## config.mk

```make
export PLATFORM = sky130hd
export DESIGN_NAME = midi_track_event_parser_flat
export DESIGN_NICKNAME = d
export VERILOG_FILES = /design/src/design/mtep_pkg.sv /design/src/design/mtep_if.sv /design/src/design/midi_track_event_parser.sv /design/src/design/mtep_parser.sv /design/src/design/mtep_out_fifo.sv /design/src/flat_wrapper.sv
export SDC_FILE = /design/constraint.sdc
export NUM_CORES = 2
export LEC_CHECK = 0
export BUFFER_PORTS_ARGS = -buffer_cell sky130_fd_sc_hd__buf_2
export CELL_PAD_IN_SITES_DETAIL_PLACEMENT = 1
export CELL_PAD_IN_SITES_GLOBAL_PLACEMENT = 1
export CORE_MARGIN = 3
export CORE_UTILIZATION = 48
export DETAILED_ROUTE_END_ITERATION = 12
export PLACE_DENSITY = 0.91
export SLEW_MARGIN = 20
export SYNTH_ARGS = -nofsm -noshare
export SYNTH_HDL_FRONTEND = slang
export SYNTH_SLANG_ARGS = --single-unit
```

## constraint.sdc

```tcl
create_clock -name clk -period 6.1 [get_ports clk]
set_clock_uncertainty 0.05 [all_clocks]
set_input_delay 1.83 -clock clk [delete_from_list [all_inputs] [get_ports clk]]
set_output_delay 1.83 -clock clk [all_outputs]
set_load 0.02 [all_outputs]
```

## src/design/mtep_pkg.sv

```systemverilog
// ----------------------------------------------------------------------------
// MIDI track event parser package
// Shared parse phases, record layout, status and meta codes.
// ----------------------------------------------------------------------------
package mtep_pkg;

  typedef enum logic [3:0] {
    PH_DELTA_FIRST = 4'd0,
    PH_DELTA_MORE  = 4'd1,
    PH_STATUS      = 4'd2,
    PH_DATA1       = 4'd3,
    PH_DATA2       = 4'd4,
    PH_META_TYPE   = 4'd5,
    PH_META_LEN    = 4'd6,
    PH_META_BODY   = 4'd7,
    PH_SKIP        = 4'd8,
    PH_SYSEX_LEN   = 4'd9
  } phase_t;

  typedef enum logic [1:0] {
    KIND_CHANNEL = 2'd0,
    KIND_TEMPO   = 2'd1,
    KIND_TIMESIG = 2'd2,
    KIND_SUMMARY = 2'd3
  } kind_t;

  localparam int unsigned LEN_WIDTH = 28;

  // status bytes
  localparam logic [7:0] ST_META      = 8'hFF;
  localparam logic [7:0] ST_SYSEX     = 8'hF0;
  localparam logic [7:0] ST_SYSEX_ESC = 8'hF7;
  localparam logic [7:0] ST_MTC_QF    = 8'hF1;
  localparam logic [7:0] ST_SONG_POS  = 8'hF2;
  localparam logic [7:0] ST_SONG_SEL  = 8'hF3;
  localparam logic [3:0] HI_SYSTEM    = 4'hF;
  localparam logic [3:0] HI_PROGRAM   = 4'hC;
  localparam logic [3:0] HI_CH_PRESS  = 4'hD;
  localparam logic [3:0] HI_BEND      = 4'hE;

  // meta types
  localparam logic [7:0] META_EOT     = 8'h2F;
  localparam logic [7:0] META_TEMPO   = 8'h51;
  localparam logic [7:0] META_TIMESIG = 8'h58;

  localparam logic [4:0] NO_SOLE      = 5'd16;

  typedef struct packed {
    logic [1:0]  kind;
    logic [15:0] track_tag;
    logic [7:0]  status;
    logic [3:0]  channel;
    logic [13:0] first_value;
    logic [6:0]  second_value;
    logic [23:0] aux_value;
    logic [27:0] delta_ticks;
    logic [31:0] absolute_ticks;
    logic [4:0]  sole_channel;
    logic        last_of_run;
  } rec_t;

  // records produced by one byte, towards the output queue
  typedef struct packed {
    logic push0;
    logic push1;
    rec_t rec0;
    rec_t rec1;
  } push_t;

endpackage

```

## src/design/mtep_if.sv

```systemverilog
// ----------------------------------------------------------------------------
// MIDI track event parser channels
// Byte input channel and record output channel, valid/ready handshake.
// ----------------------------------------------------------------------------
interface mtep_in_if;
  logic        valid;
  logic        ready;
  logic [7:0]  data_byte;
  logic        track_start;
  logic        track_end;
  logic [15:0] track_id;

  modport source (output valid, data_byte, track_start, track_end, track_id,
                  input ready);
  modport sink   (input valid, data_byte, track_start, track_end, track_id,
                  output ready);
endinterface

interface mtep_out_if;
  logic        valid;
  logic        ready;
  logic [1:0]  kind;
  logic [15:0] track_tag;
  logic [7:0]  status;
  logic [3:0]  channel;
  logic [13:0] first_value;
  logic [6:0]  second_value;
  logic [23:0] aux_value;
  logic [27:0] delta_ticks;
  logic [31:0] absolute_ticks;
  logic [4:0]  sole_channel;
  logic        last_of_run;

  modport source (output valid, kind, track_tag, status, channel, first_value,
                  second_value, aux_value, delta_ticks, absolute_ticks,
                  sole_channel, last_of_run,
                  input ready);
  modport sink   (input valid, kind, track_tag, status, channel, first_value,
                  second_value, aux_value, delta_ticks, absolute_ticks,
                  sole_channel, last_of_run,
                  output ready);
endinterface

```

## src/design/midi_track_event_parser.sv

```systemverilog
// ----------------------------------------------------------------------------
// MIDI track event parser
// Parses Standard MIDI File track bytes into channel, tempo, time-signature
// and track summary records.
// ----------------------------------------------------------------------------
// Flow: a byte transfer is registered in the input stage, parsed once two
//   queue slots are free, and its records are offered from the queue head.
// Throughput: one byte per cycle while two queue slots are free; a byte
//   causing two records (an event on the track_end byte) needs two output
//   transfers, set by the single read port of the four-entry result queue.
// Reset: synchronous active-low rst_n clears the input stage, the queue and
//   all parse state; the parser then expects a delta time.
module midi_track_event_parser import mtep_pkg::*; #(
  parameter int unsigned TIME_WIDTH = 32
) (
  input  logic  clk,
  input  logic  rst_n,
  mtep_in_if.sink    in_ch,
  mtep_out_if.source out_ch
);

  // Input stage: holds one byte until the queue has room for its records.
  logic        in_v_r, in_v_nxt;
  logic [7:0]  byte_r;
  logic        start_r;
  logic        end_r;
  logic [15:0] id_r;

  logic  room2;
  logic  go;
  logic  in_xfer;
  push_t push;
  rec_t  rd_rec;

  // Parse the held byte only when two queue slots are free.
  assign go       = in_v_r && room2;
  assign in_ch.ready = !in_v_r || go;
  assign in_xfer  = in_ch.valid && in_ch.ready;

  always_comb begin
    priority if (in_xfer) begin
      in_v_nxt = 1'b1;
    end else if (go) begin
      in_v_nxt = 1'b0;
    end else begin
      in_v_nxt = in_v_r;
    end
  end

  always_ff @(posedge clk) begin
    if (!rst_n) begin
      in_v_r <= 1'b0;
    end else begin
      in_v_r <= in_v_nxt;
    end
  end

  // Payload of the input stage: load on every transfer, no reset needed.
  always_ff @(posedge clk) begin
    if (in_xfer) begin
      byte_r  <= in_ch.data_byte;
      start_r <= in_ch.track_start;
      end_r   <= in_ch.track_end;
      id_r    <= in_ch.track_id;
    end
  end

  // Parser: advances the track state and forms the records of this byte.
  mtep_parser #(
    .TIME_WIDTH (TIME_WIDTH)
  ) u_parser (
    .clk         (clk),
    .rst_n       (rst_n),
    .go          (go),
    .data_byte   (byte_r),
    .track_start (start_r),
    .track_end   (end_r),
    .track_id    (id_r),
    .push        (push)
  );

  // Result queue: decouples record production from output stalls.
  mtep_out_fifo u_fifo (
    .clk      (clk),
    .rst_n    (rst_n),
    .push     (push),
    .room2    (room2),
    .rd_valid (out_ch.valid),
    .rd_ready (out_ch.ready),
    .rd_rec   (rd_rec)
  );

  // Drive the result channel from the head of the queue.
  assign out_ch.kind           = rd_rec.kind;
  assign out_ch.track_tag      = rd_rec.track_tag;
  assign out_ch.status         = rd_rec.status;
  assign out_ch.channel        = rd_rec.channel;
  assign out_ch.first_value    = rd_rec.first_value;
  assign out_ch.second_value   = rd_rec.second_value;
  assign out_ch.aux_value      = rd_rec.aux_value;
  assign out_ch.delta_ticks    = rd_rec.delta_ticks;
  assign out_ch.absolute_ticks = rd_rec.absolute_ticks;
  assign out_ch.sole_channel   = rd_rec.sole_channel;
  assign out_ch.last_of_run    = rd_rec.last_of_run;

endmodule

```

## src/design/mtep_parser.sv

```systemverilog
// ----------------------------------------------------------------------------
// MIDI track event parser core
// Per-track parse state; decodes one byte per go and forms up to two records.
// ----------------------------------------------------------------------------
module mtep_parser import mtep_pkg::*; #(
  parameter int unsigned TIME_WIDTH = 32
) (
  input  logic        clk,
  input  logic        rst_n,
  input  logic        go,
  input  logic [7:0]  data_byte,
  input  logic        track_start,
  input  logic        track_end,
  input  logic [15:0] track_id,
  output push_t       push
);

  phase_t                phase_r, phase_b, phase_nxt;
  logic [27:0]           acc_r, acc_b, acc_nxt;
  logic [7:0]            rs_r, rs_b, rs_nxt;
  logic [7:0]            cur_r, cur_b, cur_nxt;
  logic [7:0]            meta_r, meta_b, meta_nxt;
  logic [27:0]           skip_r, skip_b, skip_nxt;
  logic [1:0]            bi_r, bi_b, bi_nxt;
  logic [13:0]           hf_r, hf_b, hf_nxt;
  logic [6:0]            hs_r, hs_b, hs_nxt;
  logic [23:0]           ha_r, ha_b, ha_nxt;
  logic [TIME_WIDTH-1:0] ts_r, ts_b, ts_nxt;
  logic [15:0]           seen_r, seen_b, seen_nxt;
  logic                  fin_r, fin_b, fin_nxt;

  logic        ev_valid;
  logic [1:0]  ev_kind;
  logic [7:0]  ev_status;
  logic [3:0]  ev_chan;
  logic [13:0] ev_v1;
  logic [6:0]  ev_v2;
  logic [23:0] ev_aux;
  logic        done;
  logic [6:0]  b7;
  logic [3:0]  sole_idx;
  logic        sole_one;
  rec_t        ev_rec, sum_rec;

  assign b7 = data_byte[6:0];

  always_comb begin
    // start of a track clears everything before the byte is parsed
    if (track_start) begin
      phase_b = PH_DELTA_FIRST; acc_b = '0; rs_b = '0; cur_b = '0; meta_b = '0;
      skip_b = '0; bi_b = '0; hf_b = '0; hs_b = '0; ha_b = '0; ts_b = '0;
      seen_b = '0; fin_b = 1'b0;
    end else begin
      phase_b = phase_r; acc_b = acc_r; rs_b = rs_r; cur_b = cur_r; meta_b = meta_r;
      skip_b = skip_r; bi_b = bi_r; hf_b = hf_r; hs_b = hs_r; ha_b = ha_r;
      ts_b = ts_r; seen_b = seen_r; fin_b = fin_r;
    end

    phase_nxt = phase_b; acc_nxt = acc_b; rs_nxt = rs_b; cur_nxt = cur_b;
    meta_nxt = meta_b; skip_nxt = skip_b; bi_nxt = bi_b; hf_nxt = hf_b;
    hs_nxt = hs_b; ha_nxt = ha_b; ts_nxt = ts_b; seen_nxt = seen_b; fin_nxt = fin_b;

    ev_valid = 1'b0; ev_kind = KIND_CHANNEL; ev_status = '0; ev_chan = '0;
    ev_v1 = '0; ev_v2 = '0; ev_aux = '0; done = 1'b0;

    if (!fin_b) begin
      unique case (phase_b)
        PH_DELTA_FIRST, PH_DELTA_MORE: begin
          if (phase_b == PH_DELTA_FIRST) begin
            acc_nxt = {21'd0, b7};
          end else begin
            acc_nxt = {acc_b[20:0], b7};
          end
          if (data_byte[7]) begin
            phase_nxt = PH_DELTA_MORE;
          end else begin
            ts_nxt    = ts_b + TIME_WIDTH'(acc_nxt);
            phase_nxt = PH_STATUS;
          end
        end
        PH_STATUS: begin
          if (data_byte[7:4] == HI_SYSTEM) begin
            skip_nxt = '0;
            priority if (data_byte == ST_META) begin
              phase_nxt = PH_META_TYPE;
            end else if (data_byte == ST_SYSEX || data_byte == ST_SYSEX_ESC) begin
              phase_nxt = PH_SYSEX_LEN;
            end else if (data_byte == ST_MTC_QF || data_byte == ST_SONG_SEL) begin
              skip_nxt = 28'd1; phase_nxt = PH_SKIP;
            end else if (data_byte == ST_SONG_POS) begin
              skip_nxt = 28'd2; phase_nxt = PH_SKIP;
            end else begin
              phase_nxt = PH_DELTA_FIRST;
            end
          end else if (data_byte[7]) begin
            rs_nxt    = data_byte;
            cur_nxt   = data_byte;
            seen_nxt  = seen_b | (16'd1 << data_byte[3:0]);
            phase_nxt = PH_DATA1;
          end else if (rs_b != 8'd0) begin
            // running status: this byte is the first data byte
            cur_nxt  = rs_b;
            seen_nxt = seen_b | (16'd1 << rs_b[3:0]);
            hf_nxt   = {7'd0, b7};
            if (rs_b[7:4] == HI_PROGRAM || rs_b[7:4] == HI_CH_PRESS) begin
              ev_valid = 1'b1; ev_v1 = {7'd0, b7}; phase_nxt = PH_DELTA_FIRST;
            end else begin
              phase_nxt = PH_DATA2;
            end
          end else begin
            phase_nxt = PH_DELTA_FIRST;
          end
        end
        PH_DATA1: begin
          hf_nxt = {7'd0, b7};
          if (cur_b[7:4] == HI_PROGRAM || cur_b[7:4] == HI_CH_PRESS) begin
            ev_valid = 1'b1; ev_v1 = {7'd0, b7}; phase_nxt = PH_DELTA_FIRST;
          end else begin
            phase_nxt = PH_DATA2;
          end
        end
        PH_DATA2: begin
          ev_valid  = 1'b1;
          phase_nxt = PH_DELTA_FIRST;
          if (cur_b[7:4] == HI_BEND) begin
            ev_v1 = {b7, 7'd0} | hf_b;
          end else begin
            ev_v1 = hf_b;
            ev_v2 = b7;
          end
        end
        PH_META_TYPE: begin
          meta_nxt  = data_byte;
          skip_nxt  = '0;
          phase_nxt = PH_META_LEN;
        end
        PH_META_LEN: begin
          skip_nxt = {skip_b[20:0], b7};
          if (!data_byte[7]) begin
            priority if (meta_b == META_EOT) begin
              fin_nxt = 1'b1; phase_nxt = PH_DELTA_FIRST;
            end else if (skip_nxt == 28'd0) begin
              phase_nxt = PH_DELTA_FIRST;
            end else if (meta_b == META_TEMPO || meta_b == META_TIMESIG) begin
              bi_nxt = '0; hf_nxt = '0; hs_nxt = '0; ha_nxt = '0;
              phase_nxt = PH_META_BODY;
            end else begin
              phase_nxt = PH_SKIP;
            end
          end
        end
        PH_META_BODY: begin
          skip_nxt = skip_b - 28'd1;
          if (meta_b == META_TEMPO) begin
            ha_nxt = {ha_b[15:0], data_byte};
            if (bi_b == 2'd2) begin
              ev_valid = 1'b1; ev_kind = KIND_TEMPO; ev_aux = ha_nxt; done = 1'b1;
            end
          end else begin
            unique case (bi_b)
              2'd0: hf_nxt = {6'd0, data_byte};
              2'd1: hs_nxt = b7;
              2'd2: ha_nxt = {8'd0, data_byte, 8'd0};
              default: begin
                ha_nxt   = ha_b | {16'd0, data_byte};
                ev_valid = 1'b1; ev_kind = KIND_TIMESIG;
                ev_v1 = hf_b; ev_v2 = hs_b; ev_aux = ha_nxt; done = 1'b1;
              end
            endcase
          end
          bi_nxt = bi_b + 2'd1;
          if (skip_nxt == 28'd0) begin
            phase_nxt = PH_DELTA_FIRST;
          end else if (done) begin
            phase_nxt = PH_SKIP;
          end
        end
        PH_SKIP: begin
          skip_nxt = skip_b - 28'd1;
          if (skip_nxt == 28'd0) begin
            phase_nxt = PH_DELTA_FIRST;
          end
        end
        PH_SYSEX_LEN: begin
          skip_nxt = {skip_b[20:0], b7};
          if (!data_byte[7]) begin
            phase_nxt = (skip_nxt == 28'd0) ? PH_DELTA_FIRST : PH_SKIP;
          end
        end
        default: phase_nxt = PH_DELTA_FIRST;
      endcase
    end

    if (ev_kind == KIND_CHANNEL) begin
      ev_status = cur_nxt;
      ev_chan   = cur_nxt[3:0];
    end else if (ev_kind == KIND_TEMPO) begin
      ev_status = META_TEMPO;
    end else begin
      ev_status = META_TIMESIG;
    end

    if (track_end) begin
      fin_nxt = 1'b1;
    end
  end

  // sole channel: one bit set in the channel mask
  always_comb begin
    sole_idx = '0;
    for (int i = 0; i < 16; i++) begin
      if (seen_nxt[i]) begin
        sole_idx = 4'(i);
      end
    end
    sole_one = (seen_nxt != 16'd0) && ((seen_nxt & (seen_nxt - 16'd1)) == 16'd0);
  end

  always_comb begin
    ev_rec.kind           = ev_kind;
    ev_rec.track_tag      = track_id;
    ev_rec.status         = ev_status;
    ev_rec.channel        = ev_chan;
    ev_rec.first_value    = ev_v1;
    ev_rec.second_value   = ev_v2;
    ev_rec.aux_value      = ev_aux;
    ev_rec.delta_ticks    = acc_nxt;
    ev_rec.absolute_ticks = 32'(ts_nxt);
    ev_rec.sole_channel   = NO_SOLE;
    ev_rec.last_of_run    = !track_end;

    sum_rec.kind           = KIND_SUMMARY;
    sum_rec.track_tag      = track_id;
    sum_rec.status         = '0;
    sum_rec.channel        = '0;
    sum_rec.first_value    = '0;
    sum_rec.second_value   = '0;
    sum_rec.aux_value      = '0;
    sum_rec.delta_ticks    = '0;
    sum_rec.absolute_ticks = 32'(ts_nxt);
    sum_rec.sole_channel   = sole_one ? {1'b0, sole_idx} : NO_SOLE;
    sum_rec.last_of_run    = 1'b1;

    push.push0 = go && (ev_valid || track_end);
    push.push1 = go && ev_valid && track_end;
    push.rec0  = ev_valid ? ev_rec : sum_rec;
    push.rec1  = sum_rec;
  end

  always_ff @(posedge clk) begin
    if (!rst_n) begin
      phase_r <= PH_DELTA_FIRST; acc_r <= '0; rs_r <= '0; cur_r <= '0; meta_r <= '0;
      skip_r <= '0; bi_r <= '0; hf_r <= '0; hs_r <= '0; ha_r <= '0; ts_r <= '0;
      seen_r <= '0; fin_r <= 1'b0;
    end else if (go) begin
      phase_r <= phase_nxt; acc_r <= acc_nxt; rs_r <= rs_nxt; cur_r <= cur_nxt;
      meta_r <= meta_nxt; skip_r <= skip_nxt; bi_r <= bi_nxt; hf_r <= hf_nxt;
      hs_r <= hs_nxt; ha_r <= ha_nxt; ts_r <= ts_nxt; seen_r <= seen_nxt;
      fin_r <= fin_nxt;
    end
  end

endmodule

```

## src/design/mtep_out_fifo.sv

```systemverilog
// ----------------------------------------------------------------------------
// MIDI track event parser result queue
// Four-entry record queue: two writes, one read per cycle.
// ----------------------------------------------------------------------------
module mtep_out_fifo import mtep_pkg::*; (
  input  logic  clk,
  input  logic  rst_n,
  input  push_t push,
  output logic  room2,
  output logic  rd_valid,
  input  logic  rd_ready,
  output rec_t  rd_rec
);

  localparam int unsigned DEPTH = 4;
  localparam int unsigned PW    = $clog2(DEPTH);

  rec_t          mem_r [DEPTH];
  logic [PW-1:0] wr_ptr_r, wr_ptr_nxt;
  logic [PW-1:0] rd_ptr_r, rd_ptr_nxt;
  logic [PW:0]   count_r, count_nxt;
  logic          pop;

  assign rd_valid = (count_r != '0);
  assign rd_rec   = mem_r[rd_ptr_r];
  assign pop      = rd_valid && rd_ready;
  assign room2    = (count_r <= (PW+1)'(DEPTH - 2));

  always_comb begin
    wr_ptr_nxt = wr_ptr_r + PW'(push.push0) + PW'(push.push1);
    rd_ptr_nxt = rd_ptr_r + PW'(pop);
    count_nxt  = count_r + (PW+1)'(push.push0) + (PW+1)'(push.push1) - (PW+1)'(pop);
  end

  always_ff @(posedge clk) begin
    if (push.push0) begin
      mem_r[wr_ptr_r] <= push.rec0;
    end
    if (push.push1) begin
      mem_r[wr_ptr_r + PW'(1)] <= push.rec1;
    end
  end

  always_ff @(posedge clk) begin
    if (!rst_n) begin
      wr_ptr_r <= '0;
      rd_ptr_r <= '0;
      count_r  <= '0;
    end else begin
      wr_ptr_r <= wr_ptr_nxt;
      rd_ptr_r <= rd_ptr_nxt;
      count_r  <= count_nxt;
    end
  end

endmodule

```

## src/flat_wrapper.sv

```systemverilog
// flat-port wrapper written by rule: the top's interface ports become plain ports
module midi_track_event_parser_flat import mtep_pkg::*;
#(
  parameter int unsigned TIME_WIDTH = 32
)
  (clk, rst_n, in_ch_valid, in_ch_data_byte, in_ch_track_start, in_ch_track_end, in_ch_track_id, in_ch_ready, out_ch_valid, out_ch_kind, out_ch_track_tag, out_ch_status, out_ch_channel, out_ch_first_value, out_ch_second_value, out_ch_aux_value, out_ch_delta_ticks, out_ch_absolute_ticks, out_ch_sole_channel, out_ch_last_of_run, out_ch_ready);
  mtep_in_if in_ch_i ();
  mtep_out_if out_ch_i ();
  input  logic clk;
  input  logic rst_n;
  input wire logic [$bits(in_ch_i.valid)-1:0] in_ch_valid;
  input wire logic [$bits(in_ch_i.data_byte)-1:0] in_ch_data_byte;
  input wire logic [$bits(in_ch_i.track_start)-1:0] in_ch_track_start;
  input wire logic [$bits(in_ch_i.track_end)-1:0] in_ch_track_end;
  input wire logic [$bits(in_ch_i.track_id)-1:0] in_ch_track_id;
  output wire logic [$bits(in_ch_i.ready)-1:0] in_ch_ready;
  output wire logic [$bits(out_ch_i.valid)-1:0] out_ch_valid;
  output wire logic [$bits(out_ch_i.kind)-1:0] out_ch_kind;
  output wire logic [$bits(out_ch_i.track_tag)-1:0] out_ch_track_tag;
  output wire logic [$bits(out_ch_i.status)-1:0] out_ch_status;
  output wire logic [$bits(out_ch_i.channel)-1:0] out_ch_channel;
  output wire logic [$bits(out_ch_i.first_value)-1:0] out_ch_first_value;
  output wire logic [$bits(out_ch_i.second_value)-1:0] out_ch_second_value;
  output wire logic [$bits(out_ch_i.aux_value)-1:0] out_ch_aux_value;
  output wire logic [$bits(out_ch_i.delta_ticks)-1:0] out_ch_delta_ticks;
  output wire logic [$bits(out_ch_i.absolute_ticks)-1:0] out_ch_absolute_ticks;
  output wire logic [$bits(out_ch_i.sole_channel)-1:0] out_ch_sole_channel;
  output wire logic [$bits(out_ch_i.last_of_run)-1:0] out_ch_last_of_run;
  input wire logic [$bits(out_ch_i.ready)-1:0] out_ch_ready;
  assign in_ch_i.valid = in_ch_valid;
  assign in_ch_i.data_byte = in_ch_data_byte;
  assign in_ch_i.track_start = in_ch_track_start;
  assign in_ch_i.track_end = in_ch_track_end;
  assign in_ch_i.track_id = in_ch_track_id;
  assign in_ch_ready = in_ch_i.ready;
  assign out_ch_valid = out_ch_i.valid;
  assign out_ch_kind = out_ch_i.kind;
  assign out_ch_track_tag = out_ch_i.track_tag;
  assign out_ch_status = out_ch_i.status;
  assign out_ch_channel = out_ch_i.channel;
  assign out_ch_first_value = out_ch_i.first_value;
  assign out_ch_second_value = out_ch_i.second_value;
  assign out_ch_aux_value = out_ch_i.aux_value;
  assign out_ch_delta_ticks = out_ch_i.delta_ticks;
  assign out_ch_absolute_ticks = out_ch_i.absolute_ticks;
  assign out_ch_sole_channel = out_ch_i.sole_channel;
  assign out_ch_last_of_run = out_ch_i.last_of_run;
  assign out_ch_i.ready = out_ch_ready;
  midi_track_event_parser #(.TIME_WIDTH(TIME_WIDTH)) u_core (.clk(clk), .rst_n(rst_n), .in_ch(in_ch_i), .out_ch(out_ch_i));
endmodule
```

==> results.toml <==
[global_routing]
global_route_wire_length_before_repair_um = 214000
grt_start_max_net_pins = 114
antenna_found_initial = 4
grt_usage = 0.336
vias_in_the_first_global_route = 35223
globalRoute.totalOverflow = 0

[logic_synthesis]
synth_warnings = 0
syn-cell-area_um2 = 37000
ys_seq_elements = 770
synthesis.nets = 4103
dominantRegCellSynth = "dfxtp_1"
syn_area_per_cell_um2 = 9.17
postSynth.asyncResetShare = 0
synthesized_netlist_cell_count = 4032
synth_seq_area_share = 0.481
count_of_flip_flops_with_a_built_in_enable_after_synthesis = 238
synth.distinct_cells = 95

[place]
place_congestion = 0.887
pre_cts_ws_ns = 0.972
hpwl_um = 82700
port-buffer-count = 172

[floorplan]
die_h_um = 284
top_level_ports = 173
die_area_um2 = 80400
initial_utilization = 0.485
die_width_um = 284
std_cell_rows = 101
core_region_area_um2 = 76200

[drt]
remaining_routing_drc_violations = 0
first_pass_iters = 6
num_vias = 34030
routed_via_density = 6.61
totalWireLength_um = 139000
dr.first_iter.drc_count = 3949
number_of_nets_with_antenna_violations_after_routing = 0
post_drt_wl_per_cell_um = 27.0

[timing]
final-max-slew-violation-count = 0
final-setup-viol-count = 0
timing.hold.ws_ns = 0.404
fraction_of_the_cycle_the_final_worst_path_needs = 0.930
timing.final.ws_setup_ns = 0.429
timing.final.hold_violations = 0
layout_min_cycle_time_ns = 5.67
grt_setup_unrepaired = "false"
fmaxAchievable_mhz = 176
relSlewSlack = 0.214
worst_pin_slew_ns = 1.17
setup-tns-final_ns = 0

[setup_path]
crit_path_end_kind = "flip-flop"
critical-path-max-stage-delay_ns = 0.90
crit-reg2reg-launch = "u_core.u_parser.fin_r$_SDFFE_PN0P_"
critical_path_fanout_max = 28
critical_path_class = "flip-flop to flip-flop"
worst_ep_required_time_ns = 6.41
reg2reg_setup_slack_ns = 0.43
cp_slowest_cell = "dfxtp_1"
path_delay_family = "compound AO/OA/AOI/OAI gates"
worstPathArrival_ns = 5.98
critical_path.n_buffers_inverters = 2
crit_chain = "clkinv_1 -> nand4b_2 -> a221oi_1 -> buf_4 -> a2111oi_1 -> o211ai_1 -> a2111oi_0 -> o21a_1 -> nand2_1 -> nor2_1"
critPathLaunchType = "flip-flop"
setup_crit_start = "u_core.u_parser.fin_r$_SDFFE_PN0P_"

[clock_network]
cts_tree = "done"
clk_pin_slew_ns = 0.06
ctsLongestPathBuffers = 3
clock-root-buffer = "clkbuf_16"
cts.htree.levels = 3
number_of_clock_buffers_inserted_by_tritoncts = 84
clock_insertion_delay_worst_skew_ns = 0.67
number_of_setup_buffers_added_after_cts = 0
cts.hold.buffers_added = 0
clkSinkCount = 770
post_cts_resized = 0

[power]
combPwrFrac = 0.194
share_clk_of_total_power = 0.386
power_w = 0.0135
ir_worst_vdd_mv = 0.218
share_seq_of_total_power = 0.420
swShare = 0.310
internal_power_w = 0.00933
leakage_nw = 14.1
areal_power_density_over_the_cells_nw_per_um2 = 328
power_switching_w = 0.00419

[run]
maxCapViolations = 0

[run_status]
status = "finished, final reports clean"

[finish]
final_nets = 4117
share_of_final_layout_standard_cells_stronger_than_drive_strength_1 = 0.135
flow.area_growth_from_synthesis_pct = 11.6

[worst_hold_path]
holdCritPathClass = "flip-flop to flip-flop"
hp-start = "u_core.u_fifo.mem_r[2][58]$_SDFFE_PP0P_"
==> worst paths after layout <==
check,end,depth (start not counted)
setup reg to reg,u_core.u_fifo.mem_r[3][4]$_DFFE_PP_,10
setup / recovery,u_core.u_fifo.mem_r[3][4]$_DFFE_PP_,10
hold reg to reg,u_core.u_fifo.mem_r[2][58]$_SDFFE_PP0P_,2
hold / removal,u_core.u_fifo.mem_r[2][58]$_SDFFE_PP0P_,2
==> kinds of logic after synthesis <==
family                   Yosys count  share of synthesized area
AO/OA/AOI/OAI                   1009                      0.168
XOR/XNOR                          38                    0.00900
adder cells (fa/ha/maj)           41                     0.0147
buffers and inverters            351                     0.0412
flip-flops                       770                      0.481
multiplexers                     151                     0.0879
AND/OR/NAND/NOR                 1672                      0.198
==> synth_stat cells (32+ instances only) <==
cell type / n / area share
nand2_1: 865 / 0.088
dfxtp_1: 532 / 0.29
a21oi_1: 523 / 0.071
nor2_1: 388 / 0.039
edfxtp_1: 238 / 0.19
clkbuf_1: 165 / 0.017
mux4_2: 139 / 0.085
o21ai_0: 104 / 0.014
and2_1: 102 / 0.017
a22oi_1: 100 / 0.020
buf_2: 93 / 0.013
nor2b_1: 63 / 0.011
nand3_1: 61 / 0.0083
nor3_1: 56 / 0.0076
ha_1: 37 / 0.013
a211oi_1: 32 / 0.0065
buf_1: 32 / 0.0032
==> layout make-up <==
cell class / instances / area [um2]
Multi-Input combinational cell: 2911 / 17800
Tap cell: 1030 / 1290
Inverter: 39 / 151
Clock inverter: 31 / 315
Antenna cell: 3 / 7.51
Sequential cell: 770 / 17800
Fill cell: 8543 / 34900
Timing Repair Buffer: 240 / 1490
Clock buffer: 122 / 2430
==> state kept, by name, indices dropped and copies added, names as in the netlist, 3 cells and up <==
signal / flops
u_core.u_parser.hf_r: 14
u_core.u_parser.hs_r: 7
u_core.u_fifo.mem_r: 556
u_core.u_parser.seen_r: 16
u_core.u_parser.ha_r: 24
u_core.u_parser.cur_r: 8
u_core.u_parser.acc_r: 28
u_core.id_r: 16
u_core.u_parser.meta_r: 8
u_core.u_parser.skip_r: 28
u_core.u_fifo.count_r: 3
u_core.u_parser.ts_r: 32
u_core.u_parser.rs_r: 8
u_core.byte_r: 8
u_core.u_parser.phase_r: 4
==> stage by stage <==
stage / utilization / area [um2] / instances
final: 0.542 / 41300 / 5146
after global routing: 0.542 / 41300 / 5143
after CTS: 0.541 / 41200 / 5141
after detailed placement: 0.505 / 38500 / 4988
after global placement: 0.505 / 38500 / 4988
after floorplan: - / 37000 / 4032
==> per-layer routing <==
| metal | vias up | part of all wire | global-route usage | wire length, um |
|---|---|---|---|---|
| met1 | 16936 | 0.37 | 0.408 | 51000 |
| met5 | - | 0.00010 | 0 | 14 |
| met3 | 577 | 0.090 | 0.0668 | 12500 |
| met4 | 2 | 0.063 | 0.190 | 8720 |
| met2 | 2149 | 0.48 | 0.560 | 66900 |
| li1 | 14366 | - | - | - |
==> worst min-delay path, cell delays in order (launching register included) <==
cell	delay (ns)
dfxtp_1	0.31
nand2_1	0.05
a21oi_1	0.05
==> placed cells by master, fill, tap and decap left out, types with 16 or more instances in the layout <==
cell	instances
inv_1	30
clkbuf_16	87
clkbuf_1	23
a22o_1	31
buf_2	172
xor2_1	16
a31oi_1	16
nand4_1	18
ha_1	37
dfxtp_1	530
a21oi_1	521
and2_1	102
edfxtp_1	238
o21a_1	16
buf_4	58
a22oi_1	100
a211oi_1	32
o21ai_0	103
nand2b_1	16
nand3_1	61
nor4_1	18
nand2_1	864
nor3_1	54
mux4_2	139
and3_1	16
nor2_1	385
xnor2_1	22
a221oi_1	16
a21o_1	17
nor2b_1	62
==> power by group through the flow <==
| stage | combinational (W) | clock (W) | sequential (W) |
|---|---|---|---|
| floorplan | 0.00181 | 0 | 0.00561 |
| global placement | 0.00242 | 0 | 0.00576 |
| detailed placement | 0.00251 | 0 | 0.00578 |
| CTS | 0.00254 | 0.00523 | 0.00568 |
| global route | 0.00275 | 0.00544 | 0.00569 |
| finish | 0.00262 | 0.00522 | 0.00567 |
No activity file was read; power rests on OpenSTA's default activity.
